--- config.mk ---
export PLATFORM = sky130hd
export DESIGN_NAME = i2c_master_byte_engine
export DESIGN_NICKNAME = d
export VERILOG_FILES = /design/src/rtl/core/i2cm_pkg.sv /design/src/rtl/core/i2cm_out_reg.sv /design/src/rtl/core/i2c_master_byte_engine.sv
export VERILOG_INCLUDE_DIRS = /design/src /design/src/rtl/core
export SDC_FILE = /design/constraint.sdc
export NUM_CORES = 1
export LEC_CHECK = 0
export BUFFER_PORTS_ARGS = -buffer_cell sky130_fd_sc_hd__buf_2
export CORE_MARGIN = 3
export CORE_UTILIZATION = 59
export CTS_CLUSTER_DIAMETER = 40
export CTS_CLUSTER_SIZE = 25
export DETAILED_ROUTE_END_ITERATION = 7
export PLACE_DENSITY_LB_ADDON = 0.05
export SLEW_MARGIN = 20
export SYNTH_ARGS = -nofsm -noshare
export SYNTH_HDL_FRONTEND = slang
export SYNTH_SLANG_ARGS = --single-unit
--- constraint.sdc ---
create_clock -name clk -period 4.8 [get_ports clk]
set_input_delay 0.48 -clock clk [delete_from_list [all_inputs] [get_ports clk]]
set_output_delay 0.48 -clock clk [all_outputs]
set_load 0.05 [all_outputs]
--- src/rtl/core/assert_macros.svh ---
// Assertion helpers shared by the RTL files.
`ifndef ASSERT_MACROS_SVH
`define ASSERT_MACROS_SVH

// Check a property on every rising edge outside reset.
`define ASSERT_AT(lbl, clk, rst_n, prop) \
  lbl: assert property (@(posedge clk) disable iff (!rst_n) prop) \
    else $error("assertion failed");

// Check that a condition never holds outside reset.
`define ASSERT_NEVER(lbl, clk, rst_n, cond) \
  lbl: assert property (@(posedge clk) disable iff (!rst_n) !(cond)) \
    else $error("forbidden condition seen");

`endif

--- src/rtl/core/i2cm_pkg.sv ---
package i2cm_pkg;

  // Command codes carried in the input kind field
  localparam logic [2:0] KIND_TICK  = 3'd0;
  localparam logic [2:0] KIND_START = 3'd1;
  localparam logic [2:0] KIND_STOP  = 3'd2;
  localparam logic [2:0] KIND_WRITE = 3'd3;
  localparam logic [2:0] KIND_READ  = 3'd4;

  // Segment lengths in delay units
  localparam logic [3:0] UNITS_SHORT = 4'd1;
  localparam logic [3:0] UNITS_HIGH  = 4'd3;
  localparam logic [3:0] UNITS_EDGE  = 4'd6;
  localparam logic [3:0] UNITS_TAIL  = 4'd12;

  localparam int unsigned OUT_W = 16;

  // One result transaction
  typedef struct packed {
    logic       slave_nack;
    logic [7:0] rx_byte;
    logic       done_res;
    logic       busy_res;
    logic       sda_release;
    logic       scl_level;
  } res_t;

endpackage

--- src/rtl/core/i2cm_out_reg.sv ---
`include "assert_macros.svh"

module i2cm_out_reg
  import i2cm_pkg::*;
(
  input  logic             clk,
  input  logic             rst_n,
  input  logic             load,
  input  res_t             res,
  output logic             in_ready,
  output logic             out_tvalid,
  input  logic             out_tready,
  output logic [OUT_W-1:0] out_tdata
);

  logic valid_r;
  res_t data_r;

  // Take a new result when the register is empty or being drained
  assign in_ready   = !valid_r || out_tready;
  assign out_tvalid = valid_r;
  assign out_tdata  = {{(OUT_W - $bits(res_t)){1'b0}}, data_r};

  always_ff @(posedge clk) begin
    if (!rst_n) begin
      valid_r <= 1'b0;
    end else if (load) begin
      valid_r <= 1'b1;
    end else if (out_tready) begin
      valid_r <= 1'b0;
    end
  end

  // Hold payload until a new transaction replaces it
  always_ff @(posedge clk) begin
    if (load) begin
      data_r <= res;
    end
  end

  `ASSERT_NEVER(a_no_overwrite, clk, rst_n, load && valid_r && !out_tready)
  `ASSERT_AT(a_load_shows, clk, rst_n, load |=> valid_r)

endmodule

--- src/rtl/core/i2c_master_byte_engine.sv ---
// I2C master byte engine. Each input transaction is one tick of the bus
// timer and yields exactly one result transaction with the SCL/SDA levels,
// busy, a one-tick done pulse, the last received byte and the acknowledge
// error. While idle, the kind field starts a start, stop, write-byte or
// read-byte operation; while busy, commands are ignored. Throughput is one
// transaction per clock unless stalled: the per-tick update is a single
// 17-bit increment and compare on the tick counter plus the segment
// sequencer, all between the state registers and the result register, so
// each result is offered the next cycle. Phase lengths are 1, 3, 6 or 12
// delay units of cfg_wr_data ticks each (a value of zero acts as one). A new
// unit length applies from the next tick on, also in the middle of an
// operation: a running unit whose count has reached or passed it ends there.
`include "assert_macros.svh"

module i2c_master_byte_engine
  import i2cm_pkg::*;
(
  input  logic             clk,
  input  logic             rst_n,
  // Input stream: tdata = tx_byte[7:0], ack_level[8], sda_in[9], zero pad
  input  logic             in_tvalid,
  output logic             in_tready,
  input  logic [15:0]      in_tdata,
  // tuser = kind[2:0]
  input  logic [2:0]       in_tuser,
  // Result stream: tdata = scl_level[0], sda_release[1], busy_res[2],
  // done_res[3], rx_byte[11:4], slave_nack[12], zero pad
  output logic             out_tvalid,
  input  logic             out_tready,
  output logic [OUT_W-1:0] out_tdata,
  // Unit length register
  input  logic             cfg_wr_en,
  input  logic [15:0]      cfg_wr_data
);

  typedef enum logic [3:0] {
    PH_IDLE     = 4'd0,
    PH_ST_A     = 4'd1,
    PH_ST_B     = 4'd2,
    PH_ST_C     = 4'd3,
    PH_SP_A     = 4'd4,
    PH_SP_B     = 4'd5,
    PH_SP_C     = 4'd6,
    PH_WR_SET   = 4'd7,
    PH_WR_HIGH  = 4'd8,
    PH_WR_LOW   = 4'd9,
    PH_WR_ACK   = 4'd10,
    PH_TAIL     = 4'd11,
    PH_RD_HIGH  = 4'd12,
    PH_RD_LOW   = 4'd13,
    PH_RD_ASET  = 4'd14,
    PH_RD_AHIGH = 4'd15
  } phase_t;

  phase_t      phase_r, phase_nxt;
  logic [15:0] tick_count_r, tick_count_nxt;
  logic [3:0]  unit_count_r, unit_count_nxt;
  logic [3:0]  bit_index_r, bit_index_nxt;
  logic [7:0]  shift_byte_r, shift_byte_nxt;
  logic        scl_r, scl_nxt;
  logic        sda_r, sda_nxt;
  logic        slave_nack_r, slave_nack_nxt;
  logic        ack_to_send_r, ack_to_send_nxt;
  logic [7:0]  rx_last_r, rx_last_nxt;
  logic [15:0] unit_ticks_r;

  logic        in_fire;
  logic        done_nxt;
  logic        entered;
  logic [15:0] lim;
  logic [16:0] tick_inc;
  logic        tx_bit;
  res_t        res;

  logic [2:0]  kind;
  logic [7:0]  tx_byte;
  logic        ack_level;
  logic        sda_in;

  assign kind      = in_tuser;
  assign tx_byte   = in_tdata[7:0];
  assign ack_level = in_tdata[8];
  assign sda_in    = in_tdata[9];
  assign in_fire   = in_tvalid && in_tready;

  // Units that make up each segment
  function automatic logic [3:0] seg_units(phase_t p);
    logic [3:0] u;
    unique case (p)
      PH_ST_A, PH_ST_B, PH_ST_C, PH_SP_A, PH_SP_B, PH_SP_C: u = UNITS_EDGE;
      PH_WR_HIGH, PH_RD_HIGH, PH_RD_AHIGH:                  u = UNITS_HIGH;
      PH_TAIL:                                              u = UNITS_TAIL;
      PH_IDLE:                                              u = 4'd0;
      default:                                              u = UNITS_SHORT;
    endcase
    return u;
  endfunction

  // Advance the bus sequencer by one tick
  always_comb begin
    phase_nxt       = phase_r;
    tick_count_nxt  = tick_count_r;
    unit_count_nxt  = unit_count_r;
    bit_index_nxt   = bit_index_r;
    shift_byte_nxt  = shift_byte_r;
    scl_nxt         = scl_r;
    sda_nxt         = sda_r;
    slave_nack_nxt  = slave_nack_r;
    ack_to_send_nxt = ack_to_send_r;
    rx_last_nxt     = rx_last_r;
    done_nxt        = 1'b0;
    entered         = 1'b0;
    lim             = (unit_ticks_r == 16'd0) ? 16'd1 : unit_ticks_r;
    tick_inc        = {1'b0, tick_count_r} + 17'd1;

    if (phase_r == PH_IDLE) begin
      bit_index_nxt = 4'd0;
      case (kind)
        KIND_START: begin
          phase_nxt = PH_ST_A;
          entered   = 1'b1;
        end
        KIND_STOP: begin
          phase_nxt = PH_SP_A;
          entered   = 1'b1;
        end
        KIND_WRITE: begin
          shift_byte_nxt = tx_byte;
          phase_nxt      = PH_WR_SET;
          entered        = 1'b1;
        end
        KIND_READ: begin
          shift_byte_nxt  = 8'd0;
          ack_to_send_nxt = ack_level;
          phase_nxt       = PH_RD_HIGH;
          entered         = 1'b1;
        end
        default: ;
      endcase
    end else if (tick_inc >= {1'b0, lim}) begin
      tick_count_nxt = 16'd0;
      unit_count_nxt = unit_count_r + 4'd1;
      if (unit_count_nxt >= seg_units(phase_r)) begin
        entered = 1'b1;
        unique case (phase_r)
          PH_ST_A:    phase_nxt = PH_ST_B;
          PH_ST_B:    phase_nxt = PH_ST_C;
          PH_SP_A:    phase_nxt = PH_SP_B;
          PH_SP_B:    phase_nxt = PH_SP_C;
          PH_WR_SET:  phase_nxt = PH_WR_HIGH;
          PH_WR_HIGH: phase_nxt = PH_WR_LOW;
          PH_WR_LOW: begin
            bit_index_nxt = bit_index_r + 4'd1;
            phase_nxt     = (bit_index_nxt >= 4'd8) ? PH_WR_ACK : PH_WR_SET;
          end
          PH_WR_ACK: begin
            slave_nack_nxt = sda_in;
            phase_nxt      = PH_TAIL;
          end
          PH_RD_HIGH: begin
            shift_byte_nxt = {shift_byte_r[6:0], sda_in};
            phase_nxt      = PH_RD_LOW;
          end
          PH_RD_LOW: begin
            bit_index_nxt = bit_index_r + 4'd1;
            phase_nxt     = (bit_index_nxt >= 4'd8) ? PH_RD_ASET : PH_RD_HIGH;
          end
          PH_RD_ASET: phase_nxt = PH_RD_AHIGH;
          PH_RD_AHIGH: begin
            rx_last_nxt = shift_byte_r;
            phase_nxt   = PH_TAIL;
          end
          default: begin
            // End of start, stop or tail: back to idle
            entered   = 1'b0;
            phase_nxt = PH_IDLE;
            done_nxt  = 1'b1;
          end
        endcase
        unit_count_nxt = 4'd0;
      end
    end else begin
      tick_count_nxt = tick_inc[15:0];
    end

    // Entering a segment clears the counters and sets its line levels
    tx_bit = shift_byte_nxt[3'd7 - bit_index_nxt[2:0]];
    if (entered) begin
      tick_count_nxt = 16'd0;
      unit_count_nxt = 4'd0;
      unique case (phase_nxt)
        PH_ST_A, PH_SP_C, PH_WR_ACK, PH_RD_HIGH: begin
          scl_nxt = 1'b1;
          sda_nxt = 1'b1;
        end
        PH_ST_B, PH_SP_B: begin
          scl_nxt = 1'b1;
          sda_nxt = 1'b0;
        end
        PH_ST_C, PH_SP_A: begin
          scl_nxt = 1'b0;
          sda_nxt = 1'b0;
        end
        PH_WR_SET, PH_WR_LOW: begin
          scl_nxt = 1'b0;
          sda_nxt = tx_bit;
        end
        PH_WR_HIGH: begin
          scl_nxt = 1'b1;
          sda_nxt = tx_bit;
        end
        PH_TAIL, PH_RD_LOW: begin
          scl_nxt = 1'b0;
          sda_nxt = 1'b1;
        end
        PH_RD_ASET: begin
          scl_nxt = 1'b0;
          sda_nxt = ack_to_send_r;
        end
        PH_RD_AHIGH: begin
          scl_nxt = 1'b1;
          sda_nxt = ack_to_send_r;
        end
        default: ;
      endcase
    end
  end

  // Assemble the result of this tick
  always_comb begin
    res.scl_level   = scl_nxt;
    res.sda_release = sda_nxt;
    res.busy_res    = (phase_nxt != PH_IDLE);
    res.done_res    = done_nxt;
    res.rx_byte     = rx_last_nxt;
    res.slave_nack  = slave_nack_nxt;
  end

  // Hold sequencer state, advance on each accepted transaction
  always_ff @(posedge clk) begin
    if (!rst_n) begin
      phase_r       <= PH_IDLE;
      tick_count_r  <= 16'd0;
      unit_count_r  <= 4'd0;
      bit_index_r   <= 4'd0;
      shift_byte_r  <= 8'd0;
      scl_r         <= 1'b1;
      sda_r         <= 1'b1;
      slave_nack_r  <= 1'b0;
      ack_to_send_r <= 1'b0;
      rx_last_r     <= 8'd0;
    end else if (in_fire) begin
      phase_r       <= phase_nxt;
      tick_count_r  <= tick_count_nxt;
      unit_count_r  <= unit_count_nxt;
      bit_index_r   <= bit_index_nxt;
      shift_byte_r  <= shift_byte_nxt;
      scl_r         <= scl_nxt;
      sda_r         <= sda_nxt;
      slave_nack_r  <= slave_nack_nxt;
      ack_to_send_r <= ack_to_send_nxt;
      rx_last_r     <= rx_last_nxt;
    end
  end

  // Unit length register
  always_ff @(posedge clk) begin
    if (!rst_n) begin
      unit_ticks_r <= 16'd16;
    end else if (cfg_wr_en) begin
      unit_ticks_r <= cfg_wr_data;
    end
  end

  i2cm_out_reg u_out_reg (
    .clk        (clk),
    .rst_n      (rst_n),
    .load       (in_fire),
    .res        (res),
    .in_ready   (in_tready),
    .out_tvalid (out_tvalid),
    .out_tready (out_tready),
    .out_tdata  (out_tdata)
  );

  `ASSERT_AT(a_done_idle, clk, rst_n, (in_fire && done_nxt) |=> (phase_r == PH_IDLE))
  `ASSERT_AT(a_bit_index_range, clk, rst_n, bit_index_r <= 4'd8)
  `ASSERT_AT(a_idle_counters, clk, rst_n,
    (phase_r == PH_IDLE) |-> (tick_count_r == 16'd0 && unit_count_r == 4'd0))

endmodule
Yosys cells after proc, flatten, opt, wreduce, memory -nomap -nowiden:

Memory sizes are Yosys's and may differ from the RTL's. A register that Yosys moved wholly into a read port is not among the register bits.
Cells that the tools add are included.

* magnitude comparators: 4
* bitwise logic cells: 2
* reductions and logical operators: 26
* add/subtract/negate cells: 4
* multiplexer cells: 50
* equality and inequality tests: 32

Operators by type and width (number)
* 16-bit two-way mux: 4
* 4-bit two-way mux: 16
* 8-bit two-way mux: 8
* 4-bit equality test (second input constant): 15
* 4-bit case mux with 11 select lines: 1
* 4-bit by 3-bit equality test with 1-bit output (second input constant): 7
* 16-bit by 1-bit adder with 17-bit output (second input constant): 1
* 17-bit by 16-bit greater-or-equal comparator with 1-bit output: 1
* 16-bit zero test: 1
* 4-bit case mux with 4 select lines: 1
* 8-bit case mux with 2 select lines: 1
* 1-bit two-way mux: 15
* 4-bit by 2-bit equality test with 1-bit output (second input constant): 3
* 12-bit OR reduction: 1
* 2-bit nonzero test: 5
* 4-bit by 1-bit adder with 4-bit output (second input constant): 2
* 4-bit by 1-bit equality test with 1-bit output (second input constant): 2
* 4-bit OR reduction: 2
* 8-bit OR reduction: 1
* 7-bit OR reduction: 1
* 3-bit by 2-bit equality test with 1-bit output (second input constant): 2
* 3-bit AND reduction: 2
* 2-bit OR reduction: 3
* 3-bit OR reduction: 2
* 20 further kinds: 21

* memory bits (read-only): 64
* input bits: 40
* memories: 1
* logic and storage cells: 138
* bits in registers: 78
* output and inout port bits: 18

Memory list
* (no name shown): words 16, width 4, read ports 1, clocked after Yosys merged registers in 1, write ports 0, RTL line i2c_master_byte_engine.sv:89 `unique case (p)`

Logic depth before layout (Yosys ltp):

Gate-level depths: netlist of run 1.

* word-level depth: 14
* depth in mapped cells: 21
* mapped depth without buffers: 19

Hierarchy:

A second synthesis of run 1 with hierarchy kept.

* cells, all modules: 570
* area, all modules: 5037.3 um^2

By module, submodules not included
* i2c_master_byte_engine: times used 1, area an instance 4571.9 um^2, seq. area each 1361.3 um^2, cells each 549
* i2cm_out_reg: times used 1, area an instance 465.4 um^2, seq. area each 410.4 um^2, cells each 21

Worst setup path before layout of run 1:

Ideal clock, no wire load.

* path kind: reg2reg
* start: reg tick_count_r[0]
* end: reg (tool-made name)
* required time: 4731 ps
* setup time: 69 ps
* clock period less this slack: 4276 ps
* cell stages (with the launch flop): 22
* arrival: 4208 ps
* setup slack: 524 ps
* path buffers: 2
* cells stage by stage: dfxtp_1 -> ha_1 -> nand4_1 -> nor2_1 -> nand3_1 -> nor2_1 -> xor2_1 -> ha_1 -> and3_1 -> a221o_1 -> a221o_1 -> a211oi_4 -> buf_6 -> buf_6 -> o21ai_0 -> and3_1 -> a211oi_1 -> inv_1 -> ha_1 -> mux2i_1 -> nand2_1 -> o21ai_1

RTL lines
* from (decl): RTL line i2c_master_byte_engine.sv:56 `logic [15:0] tick_count_r, tick_count_nxt;`
* from (signal assigned): RTL line i2c_master_byte_engine.sv:254 `tick_count_r <= tick_count_nxt;`

==> impl_metrics.env, run 1 <==
export IMPL_dpl_cell_area_um2=5171
export IMPL_slew_violations=0
export IMPL_die_w_um=96.61
export IMPL_via_count=4266
export IMPL_finalHoldViolations=0
export IMPL_syn_avg_cell_area_um2=8.497
export IMPL_area_growth_pct=12.66
export IMPL_worstPathArrival_ns=4.67
export IMPL_synth_edf_count=13
export IMPL_layout_common_cells="nor2_1 (80), dfxtp_1 (68), buf_2 (48)"
export IMPL_p_leak_uw=0.002285
export IMPL_core_area_um2=7848
export IMPL_p_clk_share_pct=31.9
export IMPL_drt_iter0_drc=210
export IMPL_setup_viol=0
export IMPL_period_needed_ns=4.576
export IMPL_gp_congestion=0.8615
export IMPL_setup_tns_ns=0
export IMPL_drt_drc_violations_left=0
export IMPL_peakVddDrop_v=0.0002265
export IMPL_tightest_slew_ns=1.088
export IMPL_seq_power_share_pct=46.8
export IMPL_crit_fanout=10
export IMPL_tritoncts="yes"
export IMPL_cp_end_kind="register"
export IMPL_dr_pass1_iters=5
export IMPL_n_antenna_cell=0
export IMPL_grt_max_degree=51
export IMPL_nets=683
export IMPL_initial_core_util_pct=61.72
export IMPL_die_area_um2=9333
export IMPL_ant_nets=0
export IMPL_insertion_delay_ns=0.34
export IMPL_fmax_mhz=218.5
export IMPL_htreeDepth=3
export IMPL_min_path_type="input pin to register"
export IMPL_p_sw_uw=508.3
export IMPL_yosysUniqueCellTypes=67
export IMPL_swShare_pct=30.44
export IMPL_grt_util_all_layers_pct=23.40
export IMPL_status="finished clean"
export IMPL_netlist_instances=570
export IMPL_ys_seq_area_share_pct=36.58
export IMPL_place_hpwl_mm=8.005
export IMPL_fin_area_um2=5456
export IMPL_gr_total_overflow=0
export IMPL_numCtsBuffers=9
export IMPL_wl_mm=11.03
export IMPL_grt_pass1_wl_mm=18.40
export IMPL_drive_above_1_share_pct=18.49
export IMPL_final_min_period_over_clock_period_pct=95.34
export IMPL_synth_ff_type="dfxtp_1"
export IMPL_maxCapViolCount=0
export IMPL_syn_cell_area_um2=4843
export IMPL_ios=58
export IMPL_comb_power_share_pct=21.2
export IMPL_drt_vias_per_instance=5.892
export IMPL_rows=32
export IMPL_hold_buffers=0
export IMPL_critPathKind="register to register"
export IMPL_cts_root_buffer="clkbuf_8"
export IMPL_portBuffers=48
export IMPL_holdWs_ns=0.3667
export IMPL_dieHeight_um=96.61
export IMPL_finClkSkew_ns=0.008964
export IMPL_ys_ff_latch=82
export IMPL_critPathLaunchType="register"
export IMPL_antenna_found_initial=0
export IMPL_intPower_uw=1162
export IMPL_grt_pass1_vias=3975
export IMPL_required_ns=4.89
export IMPL_clk_pin_slew_ns=0.08
export IMPL_power_density_nw_per_um2=306.1
export IMPL_async_reset_ff_share_pct=0
export IMPL_slew_limit_headroom_pct=26.99
export IMPL_final_common_cell="nor2_1"
export IMPL_cts_buffer_depth=2
export IMPL_yosysWarnings=0
export IMPL_wire_per_inst_um=15.24
export IMPL_cts_sinks=82
power by group through the flow:
stage	sequential [uW]	combinational (uW)	clock, uW
after floorplan	811	245	0
after global placement	795	339	0
after detailed placement	796	349	0
after CTS	780	350	544
after global routing	789	392	573
final	782	355	533
cells in the mapped netlist, types with 10 or more instances:
| library cell | instances | area (um^2) |
|---|---|---|
| nor2_1 | 81 | 304.0 |
| mux2_2 | 10 | 112.6 |
| mux2i_1 | 21 | 210.2 |
| a21oi_1 | 37 | 185.2 |
| dfxtp_1 | 69 | 1381 |
| a22oi_1 | 12 | 90.09 |
| inv_1 | 29 | 108.9 |
| ha_1 | 26 | 325.3 |
| edfxtp_1 | 13 | 390.4 |
| nand3_1 | 14 | 70.07 |
| o22ai_1 | 10 | 62.56 |
| xnor2_1 | 12 | 105.1 |
| clkbuf_1 | 19 | 71.32 |
| o21ai_0 | 45 | 225.2 |
| nor3_1 | 20 | 100.1 |
| nand2_1 | 29 | 108.9 |
worst paths after layout:
check,from,endpoint,slack (ns),depth (start not counted)
setup / recovery,tick_count_r[0],u_out_reg.out_tdata[1],0.22,19
hold / removal,cfg_wr_data[4],unit_ticks_r[4],0.37,3
setup reg to reg,tick_count_r[0],u_out_reg.out_tdata[1],0.22,19
hold reg to reg,slave_nack_r,slave_nack_r,0.47,2
metal layers:
metal	wire [um]	track usage [%]	part of all wire, %
met2	4892	36.62	44
met3	721	3.677	6.5
met5	0	0	0
met1	5238	33.61	47
met4	181	6.479	1.6
sequential cells by signal, indices dropped and copies added (netlist names), named ones only:
signal                flops
u_out_reg.out_tdata      13
ack_to_send_r             1
rx_last_r                 8
unit_ticks_r             16
sda_r                     1
bit_index_r               4
phase_r                   4
slave_nack_r              1
shift_byte_r              8
u_out_reg.out_tvalid      1
scl_r                     1
unit_count_r              4
tick_count_r             16
area by class of cell:
type / instances / area, um^2
clock buffers: 13 / 170.2
clock inverters: 3 / 45.04
fillers: 658 / 2391
inverters: 29 / 108.9
multi-input cells: 428 / 2836
flip-flops and latches: 82 / 1773
well taps: 102 / 127.6
repair buffers: 67 / 395.4
worst max-delay path: stages, from the launching register on:
cell	delay, ns
dfxtp_2	0.38
ha_1	0.18
nand4_1	0.14
nor2_2	0.18
nand3_1	0.11
nor2_1	0.13
xor2_1	0.30
ha_1	0.30
and3_1	0.20
a221o_1	0.34
a221o_1	0.33
a211oi_4	0.25
buf_12	0.16
buf_4	0.16
o32ai_2	0.10
or2_4	0.27
nor3_1	0.29
o32ai_1	0.14
a211oi_2	0.25
o31ai_1	0.12
logic make-up (layout without fill, tap and decap cells):
group,Yosys count,after routing,share of synthesized area [%]
other cells,1,3,0.07743
mux,32,32,7.130
simple gates,197,197,19.76
buf+inv,62,112,5.864
flops,82,82,36.58
fa+ha+maj,26,26,6.717
compound gates,150,150,20.25
xor+xnor,20,20,3.617
through the flow:
stage               util (%)  total power (uW)  instances  setup WS (ns)
detailed placement     65.90              1145        706        0.04202
global placement       65.90              1134        706         0.1039
CTS                    68.64              1674        722        0.04513
finish                 69.53              1670        724         0.2238
floorplan                  -              1056        572         0.5236
global route           69.53              1754        724      -0.005751
repair_timing:
action	in CTS	in global routing
setup endpoints to repair	2	7
resized for setup	0	7
pin swaps	1	4
setup buffers	0	2
gates cloned	0	0
(Power assumes the default switching activity.)
==> inputs of run 2 (changes only) <==
Settings changed: CORE_UTILIZATION 59 to 30, CTS_BUF_LIST from default to sky130_fd_sc_hd__clkbuf_8.
==> run 2 against run 1 <==
Sequential share of layout area is 1.2 points lower. Routed wire length is 18% higher. First-iteration DRC count is 22% higher. Clock-buffer cell count is 4 lower. Global-route usage is 8.4 points lower. Register-to-register slack better by 0.02 ns. Via count is 0.94% higher. Design area is 3.8% higher. Flip-flop and latch count stayed put. Critical path type unchanged. Highest routed layer unchanged.
==> impl_metrics.env, run 2 (synthesis gave the netlist of run 1 again) <==
export IMPL_finClkSkew_ns=0.008823
export IMPL_dr_pass1_iters=5
export IMPL_tightest_slew_ns=0.5889
export IMPL_min_path_type="input pin to register"
export IMPL_setup_viol=0
export IMPL_critPathKind="register to register"
export IMPL_critPathLaunchType="register"
export IMPL_slew_violations=0
export IMPL_final_common_cell="nor2_1"
export IMPL_area_growth_pct=16.92
export IMPL_worstPathArrival_ns=4.67
export IMPL_drt_vias_per_instance=5.096
export IMPL_hold_buffers=0
export IMPL_status="finished clean"
export IMPL_comb_power_share_pct=23.5
export IMPL_wl_mm=12.99
export IMPL_cts_root_buffer="clkbuf_8"
export IMPL_nets=695
export IMPL_portBuffers=48
export IMPL_seq_power_share_pct=48.3
export IMPL_final_cell_count_no_fill=845
export IMPL_p_leak_uw=0.002319
export IMPL_worst_path_largest_cell_delay_ns=0.39
export IMPL_n_antenna_cell=0
export IMPL_cp_slowest_cell="a2111oi_4"
export IMPL_crit_family="compound AO/OA/AOI/OAI gates"
export IMPL_crit_fanout=22
export IMPL_final_min_period_over_clock_period_pct=94.88
export IMPL_intPower_uw=1073
export IMPL_grt_pass1_vias=4105
export IMPL_rows=45
export IMPL_placed_cells=828
export IMPL_tritoncts="yes"
export IMPL_slew_limit_headroom_pct=60.57
export IMPL_dieHeight_um=133.1
export IMPL_cp_buffers_inverters=3
export IMPL_gr_total_overflow=0
export IMPL_antenna_found_initial=0
export IMPL_ant_nets=0
export IMPL_power_density_nw_per_um2=285.4
export IMPL_drt_iter0_drc=256
export IMPL_period_needed_ns=4.554
export IMPL_cts_buffer_depth=2
export IMPL_crit_chain="nand2_1, nor3_2, and3_1, nand3_1, xnor2_1, buf_4, ha_1, and3_1, a221o_1, a221o_1, a211oi_4, buf_12, o21ai_1, and3_4, a2111oi_4, o22ai_1, a211oi_2, buf_4, o31ai_1"
export IMPL_gp_congestion=0.8223
export IMPL_insertion_delay_ns=0.37
export IMPL_cp_end_kind="register"
export IMPL_drt_drc_violations_left=0
export IMPL_p_sw_uw=543.1
export IMPL_setup_tns_ns=0
export IMPL_wire_per_inst_um=15.37
export IMPL_drive_above_1_share_pct=20.98
export IMPL_core_area_um2=15480
export IMPL_die_w_um=133.1
export IMPL_required_ns=4.92
export IMPL_clk_pin_slew_ns=0.09
export IMPL_n_fill_cell=1646
export IMPL_maxCapViolCount=0
export IMPL_cts_sinks=82
export IMPL_via_count=4306
export IMPL_ios=58
export IMPL_layout_common_cells="nor2_1 (79), dfxtp_1 (67), buf_2 (48)"
export IMPL_grt_util_all_layers_pct=14.97
export IMPL_place_hpwl_mm=9.322
export IMPL_numCtsBuffers=9
export IMPL_htreeDepth=3
export IMPL_finalHoldViolations=0
export IMPL_p_clk_share_pct=28.2
export IMPL_swShare_pct=33.61
export IMPL_grt_max_degree=46
export IMPL_die_area_um2=17710
export IMPL_grt_pass1_wl_mm=21.30
export IMPL_peakVddDrop_v=0.0001068
export IMPL_fmax_mhz=219.6
export IMPL_initial_core_util_pct=31.28
## run 2: cell type report
type	instances	area [um^2]	share of cell area [%]
Clock buffer	9	123.9	2.187
Clock inverter	7	45.04	0.7954
Inverter	29	108.9	1.922
Multi-Input combinational cell	428	2861	50.53
Sequential cell	82	1774	31.33
Tap cell	211	264.0	4.662
Timing Repair Buffer	79	485.5	8.573
## run 2: worst reg2reg max path: cells and delay by family, from the launching register on
family / cells / cell delay, ns
simple gates: 6 / 1.10
compound gates: 8 / 1.90
xor+xnor: 1 / 0.14
buf+inv: 3 / 0.52
flops: 1 / 0.37
fa+ha+maj: 1 / 0.30
## run 2: metal layers
metal,vias up,wire (um),GRT usage [%]
met4,0,169,5.370
li1,2158,-,-
met2,77,5639,22.66
met5,-,0,0
met3,11,478,2.319
met1,2060,6698,21.50
## run 2: path summary, 6_finish.rpt
path                                       from                     end  slack, ns  depth (start not counted)
worst min register to register     slave_nack_r            slave_nack_r       0.47                          2
worst min-delay path            cfg_wr_data[11]        unit_ticks_r[11]       0.34                          3
worst max-delay path            tick_count_r[6]  u_out_reg.out_tdata[1]       0.25                         19
worst max register to register  tick_count_r[6]  u_out_reg.out_tdata[1]       0.25                         19
## run 2: per-stage QoR
step                utilization [%]  hold WS [ns]  area, um^2  setup slack, ns  power (uW)
floorplan                         -        0.4329        4851           0.5236        1056
global placement              34.99        0.4390        5418           0.1529        1173
detailed placement            34.99        0.4524        5418           0.1459        1178
CTS                           36.08        0.3193        5587           0.1116        1647
global route                  36.57        0.3195        5663         -0.02517        1731
finish                        36.57        0.3391        5663           0.2459        1616
## run 2: power groups by stage
stage | Combinational (uW) | Sequential [uW] | Clock (uW)
floorplan | 245 | 811 | 0
global placement | 377 | 796 | 0
detailed placement | 382 | 796 | 0
CTS | 384 | 780 | 483
global route | 429 | 788 | 515
finish | 380 | 781 | 455
## run 2: what timing repair did
item,CTS,global route
gates resized for setup,0,12
endpoints found under the setup margin,0,5
setup buffers,0,1
==> inputs of run 3 (changes only) <==
Settings changed: CELL_PAD_IN_SITES_DETAIL_PLACEMENT from default to 1, CELL_PAD_IN_SITES_GLOBAL_PLACEMENT from default to 1.
Clock period 4.8 ns to 4.96 ns, I/O delays scaled along.
==> run 3 against run 2 <==
Utilization is 0.68 points lower. Combinational power is 6.1% lower. Worst hold slack better by 0.0020 ns. Flip-flop and latch count stayed put. Critical path depth is 2 lower. Global-route usage is 0.93 points higher. Fmax is 1.6% lower. Critical path type unchanged. Largest cell class unchanged.
==> impl_metrics.env, run 3 (synthesis gave the netlist of run 1 again) <==
export IMPL_tritoncts="yes"
export IMPL_cts_buffer_depth=2
export IMPL_layout_common_cells="nor2_1 (80), dfxtp_1 (68), buf_2 (48)"
export IMPL_register_area_um2=1773
export IMPL_wl_mm=13.74
export IMPL_grt_pass1_wl_mm=22.79
export IMPL_p_leak_uw=0.002259
export IMPL_peakVddDrop_v=0.0001644
export IMPL_hold_buffers=0
export IMPL_gr_total_overflow=0
export IMPL_final_util_pct=35.89
export IMPL_cts_root_buffer="clkbuf_8"
export IMPL_slew_limit_headroom_pct=50.54
export IMPL_critPathKind="register to register"
export IMPL_area_growth_pct=14.75
export IMPL_critPathLaunchType="register"
export IMPL_worst_slack_ns=0.3325
export IMPL_via_count=4274
export IMPL_antenna_found_initial=0
export IMPL_grt_pass1_vias=4379
export IMPL_dieHeight_um=133.1
export IMPL_wire_per_inst_um=16.52
export IMPL_grt_max_degree=31
export IMPL_grt_setup_unrepaired="false"
export IMPL_final_common_cell="nor2_1"
export IMPL_crit_fanout=22
export IMPL_finalHoldViolations=0
export IMPL_gp_congestion=0.8182
export IMPL_clk_pin_slew_ns=0.10
export IMPL_finClkSkew_ns=0.01602
export IMPL_min_path_type="input pin to register"
export IMPL_drt_drc_violations_left=0
export IMPL_die_w_um=133.1
export IMPL_place_ws_ns=0.1178
export IMPL_dr_pass1_iters=4
export IMPL_die_area_um2=17710
export IMPL_drive_above_1_share_pct=18.52
export IMPL_required_ns=5.10
export IMPL_fin_area_um2=5558
export IMPL_final_min_period_over_clock_period_pct=93.30
export IMPL_tightest_slew_ns=0.7404
export IMPL_multi_input_area_um2=2841
export IMPL_place_hpwl_mm=10.05
export IMPL_ios=58
export IMPL_period_needed_ns=4.628
export IMPL_status="finished clean"
export IMPL_n_antenna_cell=0
export IMPL_rows=45
export IMPL_drt_iter0_drc=195
export IMPL_slew_violations=0
export IMPL_grt_util_all_layers_pct=15.90
export IMPL_maxCapViolCount=0
export IMPL_fmax_mhz=216.1
export IMPL_setup_viol=0
export IMPL_cts_sinks=82
export IMPL_dpl_cell_area_um2=5320
export IMPL_initial_core_util_pct=31.28
export IMPL_core_area_um2=15480
export IMPL_setup_tns_ns=0
export IMPL_nets=682
export IMPL_n_fill_cell=1848
export IMPL_worstPathArrival_ns=4.76
export IMPL_insertion_delay_ns=0.38
export IMPL_numCtsBuffers=9
export IMPL_cp_end_kind="register"
export IMPL_htreeDepth=3
export IMPL_ant_nets=0
export IMPL_portBuffers=48
export IMPL_power_density_nw_per_um2=287.9
export IMPL_drt_vias_per_instance=5.137
==> run 3: final cells by class <==
cell class / instances / area share [%]
clock buffer: 9 / 2.229
clock inverter: 7 / 1.058
inverter: 29 / 1.959
multi-input combinational: 428 / 51.13
sequential: 82 / 31.90
tap: 211 / 4.750
timing repair buffer: 66 / 6.979
==> run 3: stage by stage <==
| step | hold slack [ns] | total power (uW) | std cells |
|---|---|---|---|
| floorplan | 0.4329 | 1022 | 572 |
| global placement | 0.4418 | 1124 | 815 |
| detailed placement | 0.4552 | 1134 | 815 |
| CTS | 0.3221 | 1625 | 831 |
| global route | 0.3134 | 1698 | 832 |
| finish | 0.3410 | 1600 | 832 |
==> run 3: path summary, 6_finish.rpt <==
check	start	end	slack [ns]	cells past startpoint
worst max register to register	tick_count_r[4]	u_out_reg.out_tdata[1]	0.33	17
worst min register to register	slave_nack_r	slave_nack_r	0.47	2
worst min-delay path	cfg_wr_data[15]	unit_ticks_r[15]	0.34	3
worst max-delay path	tick_count_r[4]	u_out_reg.out_tdata[1]	0.33	17
==> run 3: critical path, cell delays in order (launching register included) <==
cell       delay [ns]
dfxtp_1          0.41
nand2_1          0.14
nor3_4           0.25
and3_1           0.28
nand3_1          0.14
xnor2_2          0.17
ha_1             0.31
and3_1           0.18
a221o_1          0.34
a221o_1          0.33
a211oi_4         0.26
buf_12           0.20
o21ai_1          0.15
and3_4           0.27
a2111oi_4        0.39
o22ai_1          0.16
a211oi_2         0.28
o31ai_1          0.12
==> run 3: timing repair <==
action | 4_1_cts | 5_1_grt
hold endpoints to repair | 0 | 0
resized for setup | 0 | 7
endpoints found under the setup margin | 0 | 4
buffers inserted | 0 | 1
==> run 3: metal layers <==
| metal | vias up | GRT usage, % | routed length [um] | share of wire (%) |
|---|---|---|---|---|
| met2 | 67 | 25.76 | 6308 | 46 |
| li1 | 2131 | - | - | - |
| met1 | 2061 | 21.23 | 6758 | 49 |
| met5 | - | 0 | 0 | 0 |
| met3 | 15 | 4.030 | 471 | 3.4 |
| met4 | 0 | 3.868 | 204 | 1.5 |
==> run 3: power by group <==
part	switching [uW]	leakage, uW	internal [uW]	total [uW]
sequential	42.2	0.000692	717	759
clock	292	0.0000925	191	483
combinational	228	0.00147	129	357
total	562	0.00226	1040	1600
